--- src/design/nts_pkg.sv ---
// Shared types and constants for the non-preemptive task scheduler.
package nts_pkg;

  localparam int ARR_W   = 16;
  localparam int BURST_W = 12;
  localparam int PRI_W   = 4;
  localparam int TIME_W  = 20;
  localparam int TIDX_W  = 5;
  localparam int MODE_W  = 2;

  localparam logic [MODE_W-1:0] MODE_FCFS = 2'd0;
  localparam logic [MODE_W-1:0] MODE_SJF  = 2'd1;
  localparam logic [MODE_W-1:0] MODE_PRIO = 2'd2;

  // Controller to datapath
  typedef struct packed {
    logic load;
    logic run_init;
    logic scan_init;
    logic scan_step;
    logic commit;
    logic finish;
  } cmd_t;

  // Datapath to controller
  typedef struct packed {
    logic scan_done;
    logic found;
    logic last;
  } sts_t;

endpackage

--- src/design/nts_ctrl.sv ---
// Sequencing FSM: load, selection scan, dispatch decision and result hand-off.
module nts_ctrl
  import nts_pkg::*;
(
  input  logic clk,
  input  logic rst_n,
  input  logic in_valid,
  input  logic in_last_task,
  output logic in_stall,
  output logic out_valid,
  input  logic out_stall,
  input  sts_t sts,
  output cmd_t cmd
);

  typedef enum logic [1:0] {
    ST_LOAD,
    ST_SCAN,
    ST_DECIDE,
    ST_EMIT
  } state_t;

  state_t state_r;
  logic   in_stall_r;
  logic   out_valid_r;

  assign in_stall  = in_stall_r;
  assign out_valid = out_valid_r;

  always_comb begin
    cmd           = '0;
    cmd.load      = (state_r == ST_LOAD) && in_valid;
    cmd.run_init  = cmd.load && in_last_task;
    cmd.scan_step = (state_r == ST_SCAN);
    cmd.commit    = (state_r == ST_DECIDE);
    cmd.finish    = (state_r == ST_EMIT) && !out_stall && sts.last;
    cmd.scan_init = cmd.run_init
                  || ((state_r == ST_DECIDE) && !sts.found)
                  || ((state_r == ST_EMIT) && !out_stall && !sts.last);
  end

  always_ff @(posedge clk) begin
    if (!rst_n) begin
      state_r     <= ST_LOAD;
      in_stall_r  <= 1'b0;
      out_valid_r <= 1'b0;
    end else begin
      unique case (state_r)
        ST_LOAD: begin
          if (cmd.run_init) begin
            state_r    <= ST_SCAN;
            in_stall_r <= 1'b1;
          end
        end
        ST_SCAN: begin
          if (sts.scan_done) state_r <= ST_DECIDE;
        end
        ST_DECIDE: begin
          // no task ready: time jumps to earliest arrival, scan again
          if (sts.found) begin
            state_r     <= ST_EMIT;
            out_valid_r <= 1'b1;
          end else begin
            state_r <= ST_SCAN;
          end
        end
        ST_EMIT: begin
          if (!out_stall) begin
            out_valid_r <= 1'b0;
            if (sts.last) begin
              state_r    <= ST_LOAD;
              in_stall_r <= 1'b0;
            end else begin
              state_r <= ST_SCAN;
            end
          end
        end
        default: state_r <= ST_LOAD;
      endcase
    end
  end

endmodule

--- src/design/nts_dpath.sv ---
// Task store, scan accumulators, simulated clock and result registers.
module nts_dpath
  import nts_pkg::*;
#(
  parameter int MAX_TASKS = 32
) (
  input  logic                 clk,
  input  logic                 rst_n,
  input  logic                 cfg_we,
  input  logic [MODE_W-1:0]    cfg_wdata,
  input  cmd_t                 cmd,
  output sts_t                 sts,
  input  logic [ARR_W-1:0]     in_arrival_time,
  input  logic [BURST_W-1:0]   in_burst_time,
  input  logic [PRI_W-1:0]     in_priority_level,
  output logic [TIDX_W-1:0]    out_task_index,
  output logic [TIME_W-1:0]    out_wait_time,
  output logic [TIME_W-1:0]    out_turnaround,
  output logic [TIME_W-1:0]    out_finish_time,
  output logic [TIME_W-1:0]    out_first_response,
  output logic                 out_last_result
);

  localparam int IW = $clog2(MAX_TASKS);
  localparam int CW = $clog2(MAX_TASKS + 1);
  localparam int EW = ARR_W + BURST_W + PRI_W;

  logic [MODE_W-1:0]  mode_r;
  logic [CW-1:0]      count_r;
  logic [EW-1:0]      mem [MAX_TASKS];
  logic [EW-1:0]      rd_data_r;
  logic [CW-1:0]      idx_r;
  logic [IW-1:0]      idx_d_r;
  logic               pend_r;
  logic [MAX_TASKS-1:0] done_r;
  logic [TIME_W-1:0]  time_r;
  logic [CW-1:0]      served_r;

  logic               fu_found_r;
  logic [IW-1:0]      fu_idx_r;
  logic [ARR_W-1:0]   fu_arr_r;
  logic [BURST_W-1:0] fu_burst_r;
  logic               sel_found_r;
  logic [IW-1:0]      sel_idx_r;
  logic [ARR_W-1:0]   sel_arr_r;
  logic [BURST_W-1:0] sel_burst_r;
  logic [BURST_W-1:0] sel_key_r;
  logic [ARR_W-1:0]   minarr_r;

  logic [TIDX_W-1:0]  res_idx_r;
  logic [TIME_W-1:0]  res_wait_r;
  logic [TIME_W-1:0]  res_tat_r;
  logic [TIME_W-1:0]  res_fin_r;
  logic               res_last_r;

  logic               rd_en;
  logic [ARR_W-1:0]   e_arr;
  logic [BURST_W-1:0] e_burst;
  logic [PRI_W-1:0]   e_pri;
  logic [BURST_W-1:0] e_key;
  logic               e_live;
  logic               e_ready;
  logic               mode_ready;
  logic               c_found;
  logic [IW-1:0]      c_idx;
  logic [ARR_W-1:0]   c_arr;
  logic [BURST_W-1:0] c_burst;
  logic [TIME_W-1:0]  c_start;
  logic [TIME_W-1:0]  c_fin;
  logic [CW-1:0]      served_inc;

  assign rd_en   = cmd.scan_step && (idx_r < count_r);
  assign e_arr   = rd_data_r[ARR_W-1:0];
  assign e_burst = rd_data_r[ARR_W +: BURST_W];
  assign e_pri   = rd_data_r[ARR_W+BURST_W +: PRI_W];
  assign e_key   = (mode_r == MODE_SJF) ? e_burst : BURST_W'(e_pri);
  assign e_live  = pend_r && !done_r[idx_d_r];
  assign e_ready = TIME_W'(e_arr) <= time_r;

  // modes 1 and 2 pick among arrived tasks; 0 and the unused code take load order
  assign mode_ready = (mode_r == MODE_SJF) || (mode_r == MODE_PRIO);
  assign c_found    = mode_ready ? sel_found_r : fu_found_r;
  assign c_idx      = mode_ready ? sel_idx_r   : fu_idx_r;
  assign c_arr      = mode_ready ? sel_arr_r   : fu_arr_r;
  assign c_burst    = mode_ready ? sel_burst_r : fu_burst_r;
  assign c_start    = (time_r < TIME_W'(c_arr)) ? TIME_W'(c_arr) : time_r;
  assign c_fin      = c_start + TIME_W'(c_burst);
  assign served_inc = served_r + CW'(1);

  assign sts.scan_done = (idx_r == count_r) && !pend_r;
  assign sts.found     = c_found;
  assign sts.last      = res_last_r;

  assign out_task_index     = res_idx_r;
  assign out_wait_time      = res_wait_r;
  assign out_turnaround     = res_tat_r;
  assign out_finish_time    = res_fin_r;
  assign out_first_response = res_wait_r;
  assign out_last_result    = res_last_r;

  always_ff @(posedge clk) begin
    if (!rst_n) begin
      mode_r <= MODE_FCFS;
    end else if (cfg_we) begin
      mode_r <= cfg_wdata;
    end
  end

  // task store
  always_ff @(posedge clk) begin
    if (cmd.load && (count_r < CW'(MAX_TASKS))) begin
      mem[count_r[IW-1:0]] <= {in_priority_level, in_burst_time, in_arrival_time};
    end
    if (rd_en) begin
      rd_data_r <= mem[idx_r[IW-1:0]];
    end
  end

  always_ff @(posedge clk) begin
    if (!rst_n) begin
      count_r <= '0;
    end else if (cmd.finish) begin
      count_r <= '0;
    end else if (cmd.load && (count_r < CW'(MAX_TASKS))) begin
      count_r <= count_r + CW'(1);
    end
  end

  // scan pointer, one store read per cycle
  always_ff @(posedge clk) begin
    if (!rst_n) begin
      idx_r  <= '0;
      pend_r <= 1'b0;
    end else if (cmd.scan_init) begin
      idx_r  <= '0;
      pend_r <= 1'b0;
    end else if (cmd.scan_step) begin
      pend_r <= rd_en;
      if (rd_en) idx_r <= idx_r + CW'(1);
    end
  end

  always_ff @(posedge clk) begin
    if (rd_en) idx_d_r <= idx_r[IW-1:0];
  end

  // accumulators: first unfinished, best arrived, earliest pending arrival
  always_ff @(posedge clk) begin
    if (!rst_n) begin
      fu_found_r  <= 1'b0;
      sel_found_r <= 1'b0;
    end else if (cmd.scan_init) begin
      fu_found_r  <= 1'b0;
      sel_found_r <= 1'b0;
    end else if (e_live) begin
      if (!fu_found_r) fu_found_r <= 1'b1;
      if (e_ready && (!sel_found_r || (e_key < sel_key_r))) sel_found_r <= 1'b1;
    end
  end

  always_ff @(posedge clk) begin
    if (cmd.scan_init) begin
      minarr_r <= '1;
    end else if (e_live) begin
      if (!fu_found_r) begin
        fu_idx_r   <= idx_d_r;
        fu_arr_r   <= e_arr;
        fu_burst_r <= e_burst;
      end
      // strict less-than keeps the lowest index on ties
      if (e_ready && (!sel_found_r || (e_key < sel_key_r))) begin
        sel_idx_r   <= idx_d_r;
        sel_arr_r   <= e_arr;
        sel_burst_r <= e_burst;
        sel_key_r   <= e_key;
      end
      if (e_arr < minarr_r) minarr_r <= e_arr;
    end
  end

  always_ff @(posedge clk) begin
    if (!rst_n) begin
      done_r   <= '0;
      time_r   <= '0;
      served_r <= '0;
    end else if (cmd.run_init) begin
      done_r   <= '0;
      time_r   <= '0;
      served_r <= '0;
    end else if (cmd.commit) begin
      if (c_found) begin
        done_r[c_idx] <= 1'b1;
        time_r        <= c_fin;
        served_r      <= served_inc;
      end else begin
        time_r <= TIME_W'(minarr_r);
      end
    end
  end

  always_ff @(posedge clk) begin
    if (!rst_n) begin
      res_last_r <= 1'b0;
    end else if (cmd.commit && c_found) begin
      res_last_r <= (served_inc == count_r);
    end
  end

  always_ff @(posedge clk) begin
    if (cmd.commit && c_found) begin
      res_idx_r  <= TIDX_W'(c_idx);
      res_wait_r <= c_start - TIME_W'(c_arr);
      res_tat_r  <= c_fin - TIME_W'(c_arr);
      res_fin_r  <= c_fin;
    end
  end

endmodule

--- src/design/nonpreemptive_task_scheduler_core.sv ---
// Top level of the non-preemptive task scheduler: controller plus datapath.
//
//  channel  | handshake          | transaction
//  ---------+--------------------+------------------------------------------
//  in_      | in_valid/in_stall  | one task record, last_task starts a run
//  out_     | out_valid/out_stall| one dispatch record per scheduled task
//  cfg_     | cfg_we             | sched_mode write, user must issue it while idle; unchecked
//
// Loading takes one cycle per task. After the last task the input stalls
// while the run proceeds: each dispatch is a scan of the store (one store
// read per cycle), a decide state and the output hand-off. In modes 1 and 2
// an idle gap costs an extra scan and decide pass. Synchronous active-low
// reset; no clearing pass. A stalled result holds the run until taken.
module nonpreemptive_task_scheduler_core
  import nts_pkg::*;
#(
  parameter int MAX_TASKS = 32
) (
  input  logic               clk,
  input  logic               rst_n,
  input  logic               cfg_we,
  input  logic [MODE_W-1:0]  cfg_wdata,
  input  logic               in_valid,
  output logic               in_stall,
  input  logic [ARR_W-1:0]   in_arrival_time,
  input  logic [BURST_W-1:0] in_burst_time,
  input  logic [PRI_W-1:0]   in_priority_level,
  input  logic               in_last_task,
  output logic               out_valid,
  input  logic               out_stall,
  output logic [TIDX_W-1:0]  out_task_index,
  output logic [TIME_W-1:0]  out_wait_time,
  output logic [TIME_W-1:0]  out_turnaround,
  output logic [TIME_W-1:0]  out_finish_time,
  output logic [TIME_W-1:0]  out_first_response,
  output logic               out_last_result
);

  cmd_t cmd;
  sts_t sts;

  nts_ctrl u_ctrl (
    .clk          (clk),
    .rst_n        (rst_n),
    .in_valid     (in_valid),
    .in_last_task (in_last_task),
    .in_stall     (in_stall),
    .out_valid    (out_valid),
    .out_stall    (out_stall),
    .sts          (sts),
    .cmd          (cmd)
  );

  nts_dpath #(
    .MAX_TASKS (MAX_TASKS)
  ) u_dpath (
    .clk                (clk),
    .rst_n              (rst_n),
    .cfg_we             (cfg_we),
    .cfg_wdata          (cfg_wdata),
    .cmd                (cmd),
    .sts                (sts),
    .in_arrival_time    (in_arrival_time),
    .in_burst_time      (in_burst_time),
    .in_priority_level  (in_priority_level),
    .out_task_index     (out_task_index),
    .out_wait_time      (out_wait_time),
    .out_turnaround     (out_turnaround),
    .out_finish_time    (out_finish_time),
    .out_first_response (out_first_response),
    .out_last_result    (out_last_result)
  );

endmodule

--- config.mk ---
export PLATFORM = sky130hd
export DESIGN_NAME = nonpreemptive_task_scheduler_core
export DESIGN_NICKNAME = d
export VERILOG_FILES = /design/src/design/nts_pkg.sv /design/src/design/nts_ctrl.sv /design/src/design/nts_dpath.sv /design/src/design/nonpreemptive_task_scheduler_core.sv
export SDC_FILE = /design/constraint.sdc
export NUM_CORES = 2
export LEC_CHECK = 0
export BUFFER_PORTS_ARGS = -buffer_cell sky130_fd_sc_hd__buf_2
export CAP_MARGIN = 20
export CELL_PAD_IN_SITES_DETAIL_PLACEMENT = 1
export CELL_PAD_IN_SITES_GLOBAL_PLACEMENT = 1
export CORE_MARGIN = 5
export CORE_UTILIZATION = 49
export DETAILED_ROUTE_END_ITERATION = 8
export PLACE_DENSITY = 0.85
export SYNTH_ARGS = -nofsm -noshare
export SYNTH_HDL_FRONTEND = slang
export SYNTH_SLANG_ARGS = --single-unit
export TNS_END_PERCENT = 30
--- constraint.sdc ---
create_clock -name clk -period 8.1 [get_ports clk]
set_input_delay 0.405 -clock clk [delete_from_list [all_inputs] [get_ports clk]]
set_output_delay 0.405 -clock clk [all_outputs]
set_load 0.05 [all_outputs]
==> out/results.md <==
| Parameter | Reported | Unit |
|:---|:---|:---|
| Vias in the first global route | 30400 | - |
| Maximum ir drop on the vdd rail | 189 | µV |
| Clock sink count | 1300 | - |
| Upper clock frequency limit | 0.132 | GHz |
| Fill count | 9425 | - |
| CTS H-tree lvls | 4 | - |
| Height of the chip | 339 | µm |
| Initial Util | 49.4 | % |
| Max Slew Vio Count | 0 | - |
| Clock slew at reported path FFs | 60 | ps |
| Ys async rst share | 0 | % |
| Setup bufs post-CTS | 0 | - |
| Routed via count | 28500 | - |
| Post-synth top cells | sky130_fd_sc_hd__edfxtp_1, sky130_fd_sc_hd__mux4_2, sky130_fd_sc_hd__nor2_1 | - |
| First-pass detailed-route iteration total | 7 | - |
| Fraction of layout cells with a size suffix above 1 | 27.0 | % |
| Antenna-violating nets left | 0 | - |
| Wirelength, routed | 146 | mm |
| Wire length of the first global-routing pass | 213 | mm |
| Overall overflow remaining after global route | 0 | - |
| Setup_tns | 0 | ps |
| Least-Margin Pin Slew | 1200 | ps |
| Leakage power of the design | 19.5 | nW |
| Run status | completed | - |
| Cells after Synth | 2767 | - |
| Die footprint | 115000 | µm² |
| Core area | 107000 | µm² |
| FP Rows | 120 | - |
| Clock tree from TritonCTS | yes | - |
| Gp weighted congestion | 0.858 | - |
| Sequential share of the synthesized area | 71.9 | % |
| Slew headroom | 19.7 | % |
| Port bufs | 127 | - |
| Fin crit share | 93.6 | % |
| Wire length per cell after detailed routing | 32.6 | µm |
| Maximum capacitance violations | 0 | - |
| NumNets Final | 3118 | - |
| Die boundary width | 339 | µm |
| Met2 Use GR | 43.3 | % |
| Met3 usage in global routing | 5.28 | % |
| DRC Markers | 0 | - |
| Power per cell area | 250 | nW/µm² |
| Most area-hungry cell type in the Yosys netlist | sky130_fd_sc_hd__edfxtp_1 | - |
| Final HPWL from detailed placement | 80.3 | mm |
| Clock root buffer | sky130_fd_sc_hd__clkbuf_16 | - |
| Final critical delay including setup and external delays | 7580 | ps |
| Synthesis Warnings | 0 | - |
| Number of buffers on the longest clock path | 3 | - |
| Latest clock arrival within the worst-skew pair | 780 | ps |
| Synthesized Nets | 2920 | - |
| Mean instance size in the synthesized netlist | 19.1 | µm² |
| Worst EP required | 8600 | ps |
| Global routing usage summed across all routing layers | 25.4 | % |
| Arr. time, crit path | 8080 | ps |
| Number of synthesized flops with an enable pin | 1204 | - |
| Count of final setup violators | 0 | - |
| Crit-path max cell delay | 470 | ps |
| Combined area of the multi-input logic cells | 14300 | µm² |
| Total power | 15.0 | mW |
| CTS Buf Count | 134 | - |
| HP Class | primary input to flop | - |
| Worst-case clock skew | 34.9 | ps |
| Final number of hold-violating endpoints | 0 | - |
| Kind of critical path | flop to flop | - |
| Worst setup SP type | flop | - |
| Setup repair after global routing missed its margin | false | - |
| Pin count of the biggest net entering global routing | 156 | - |
| Cell seen most often among critical-path stages | sky130_fd_sc_hd__o21a_1 | - |
| Top cells by area in the synthesized netlist | sky130_fd_sc_hd__edfxtp_1, sky130_fd_sc_hd__mux4_2, sky130_fd_sc_hd__dfxtp_1 | - |
| DRC violation total after the first TritonRoute iteration | 3397 | - |
| Area taken by flip-flops and latches | 38100 | µm² |
| Maximum fanout along the worst path | 11 | - |
| Element type at the critical path end | flop | - |
| Number of flip-flops and latches in the synthesized netlist | 1300 | - |
| Distinct cell type count after synthesis | 75 | - |
| Fraction of post-synthesis cell area in the top cell type by area | 68.3 | % |
| Cell with the largest stage delay on the worst path | sky130_fd_sc_hd__fa_1 | - |
| GRT met1 Usage | 32.2 | % |
| Number of ports placed on the die boundary | 128 | - |
| Antenna violations before repair | 11 | - |
| Area of the mapped netlist | 52900 | µm² |
| Vias per std cell | 6.36 | - |
| Post-synth top flop | sky130_fd_sc_hd__edfxtp_1 | - |
| P&R area growth vs syn | 13.4 | % |
| Most numerous cell in the Yosys netlist | sky130_fd_sc_hd__edfxtp_1 | - |
| Global route hottest layer | met2 | - |
what timing repair did:
| item | in CTS | in global routing |
|---|---|---|
| setup endpoints to repair | 0 | 4 |
| hold buffers | 5 | 0 |
| endpoints found under the hold margin | 3 | 0 |
| gates resized for setup | 0 | 3 |
flip-flops by register name (all words and copies together), names as in the netlist, 6 cells and up:
| signal | count |
|---|---|
| u_dpath.served_r | 6 |
| u_dpath.out_finish_time | 20 |
| u_dpath.count_r | 6 |
| u_dpath.out_turnaround | 20 |
| u_dpath.fu_arr_r | 16 |
| u_dpath.idx_r | 6 |
| u_dpath.sel_key_r | 12 |
| u_dpath.mem | 1024 |
| u_dpath.sel_arr_r | 16 |
| u_dpath.rd_data_r | 32 |
| u_dpath.sel_burst_r | 12 |
| u_dpath.minarr_r | 16 |
| u_dpath.out_first_response | 20 |
| u_dpath.time_r | 20 |
| u_dpath.done_r | 32 |
| u_dpath.fu_burst_r | 12 |
cells by family (layout without fill, tap and decap cells):
| logic type | count (synthesis) | after routing | share of synthesized area [%] |
|---|---|---|---|
| flip-flops | 1300 | 1300 | 71.9 |
| multiplexers | 423 | 423 | 15.9 |
| AND/OR/NAND/NOR | 368 | 368 | 3.16 |
| AO/OA/AOI/OAI | 261 | 261 | 3.16 |
| buffers and inverters | 220 | 525 | 1.72 |
| adder cells (fa/ha/maj) | 117 | 117 | 2.79 |
| XOR/XNOR | 78 | 78 | 1.32 |
| other | 0 | 4 | 0 |
metal layers:
metal	vias up	part of all wire, %
li1	11600	-
met1	14900	36
met2	1666	51
met3	325	8.8
met4	2	3.9
met5	-	0.0089
metrics by stage:
stage	hold slack, ps	instance area (µm²)	util [%]	instances	worst slack [ps]
finish	70.4	60000	56.0	4479	521
detailed placement	456	55600	51.8	4226	319
global route	115	60000	56.0	4476	115
global placement	443	55600	51.8	4226	605
floorplan	431	52900	-	2767	298
CTS	35.6	60000	56.0	4474	201
final timing paths:
path / endpoint / depth (start not counted) / start / slack [ps]
setup / recovery: u_dpath.out_turnaround[18] / 31 / u_dpath.mode_r[1] / 520
setup reg to reg: u_dpath.out_turnaround[18] / 31 / u_dpath.mode_r[1] / 520
hold / removal: u_ctrl.in_stall / 5 / out_stall / 70
hold reg to reg: u_dpath.done_r[7] / 2 / u_dpath.done_r[7] / 470
layout by cell type, fill, tap and decap left out, drive strengths merged, types with 41 or more instances in the layout:
| master | count |
|---|---|
| mux2i | 41 |
| mux2 | 52 |
| ha | 110 |
| clkbuf | 159 |
| clkinv | 64 |
| nand2 | 93 |
| a21oi | 98 |
| o21ai | 43 |
| nor2 | 152 |
| inv | 88 |
| edfxtp | 1204 |
| dfxtp | 96 |
| xnor2 | 51 |
| buf | 195 |
| mux4 | 330 |
report_power, final:
group | leakage, nW | switching (mW) | total (mW) | internal, mW
clock network | 2.13 | 2.71 | 6.18 | 3.47
registers | 11.6 | 0.0692 | 7.54 | 7.47
logic | 5.75 | 0.787 | 1.30 | 0.512
total | 19.5 | 3.56 | 15.0 | 11.4
layout make-up:
type                       instances  area share, %
sequential                      1300           63.4
multi-input combinational       1247           23.7
clock buffer                     159           5.79
tap                             1403           2.92
timing repair buffer             200           2.05
clock inverter                    84           1.52
inverter                          82          0.513
antenna                            4         0.0167
worst max-delay path, delay by kind of cell, from the launching register on:
family                   cells  cell delay (ps)
flip-flops                   1              330
AO/OA/AOI/OAI               14             3110
XOR/XNOR                     2              370
AND/OR/NAND/NOR              4              630
adder cells (fa/ha/maj)      5             1740
buffers and inverters        4              400
multiplexers                 2              710
Note: power is estimated with default switching activity, not from simulation.
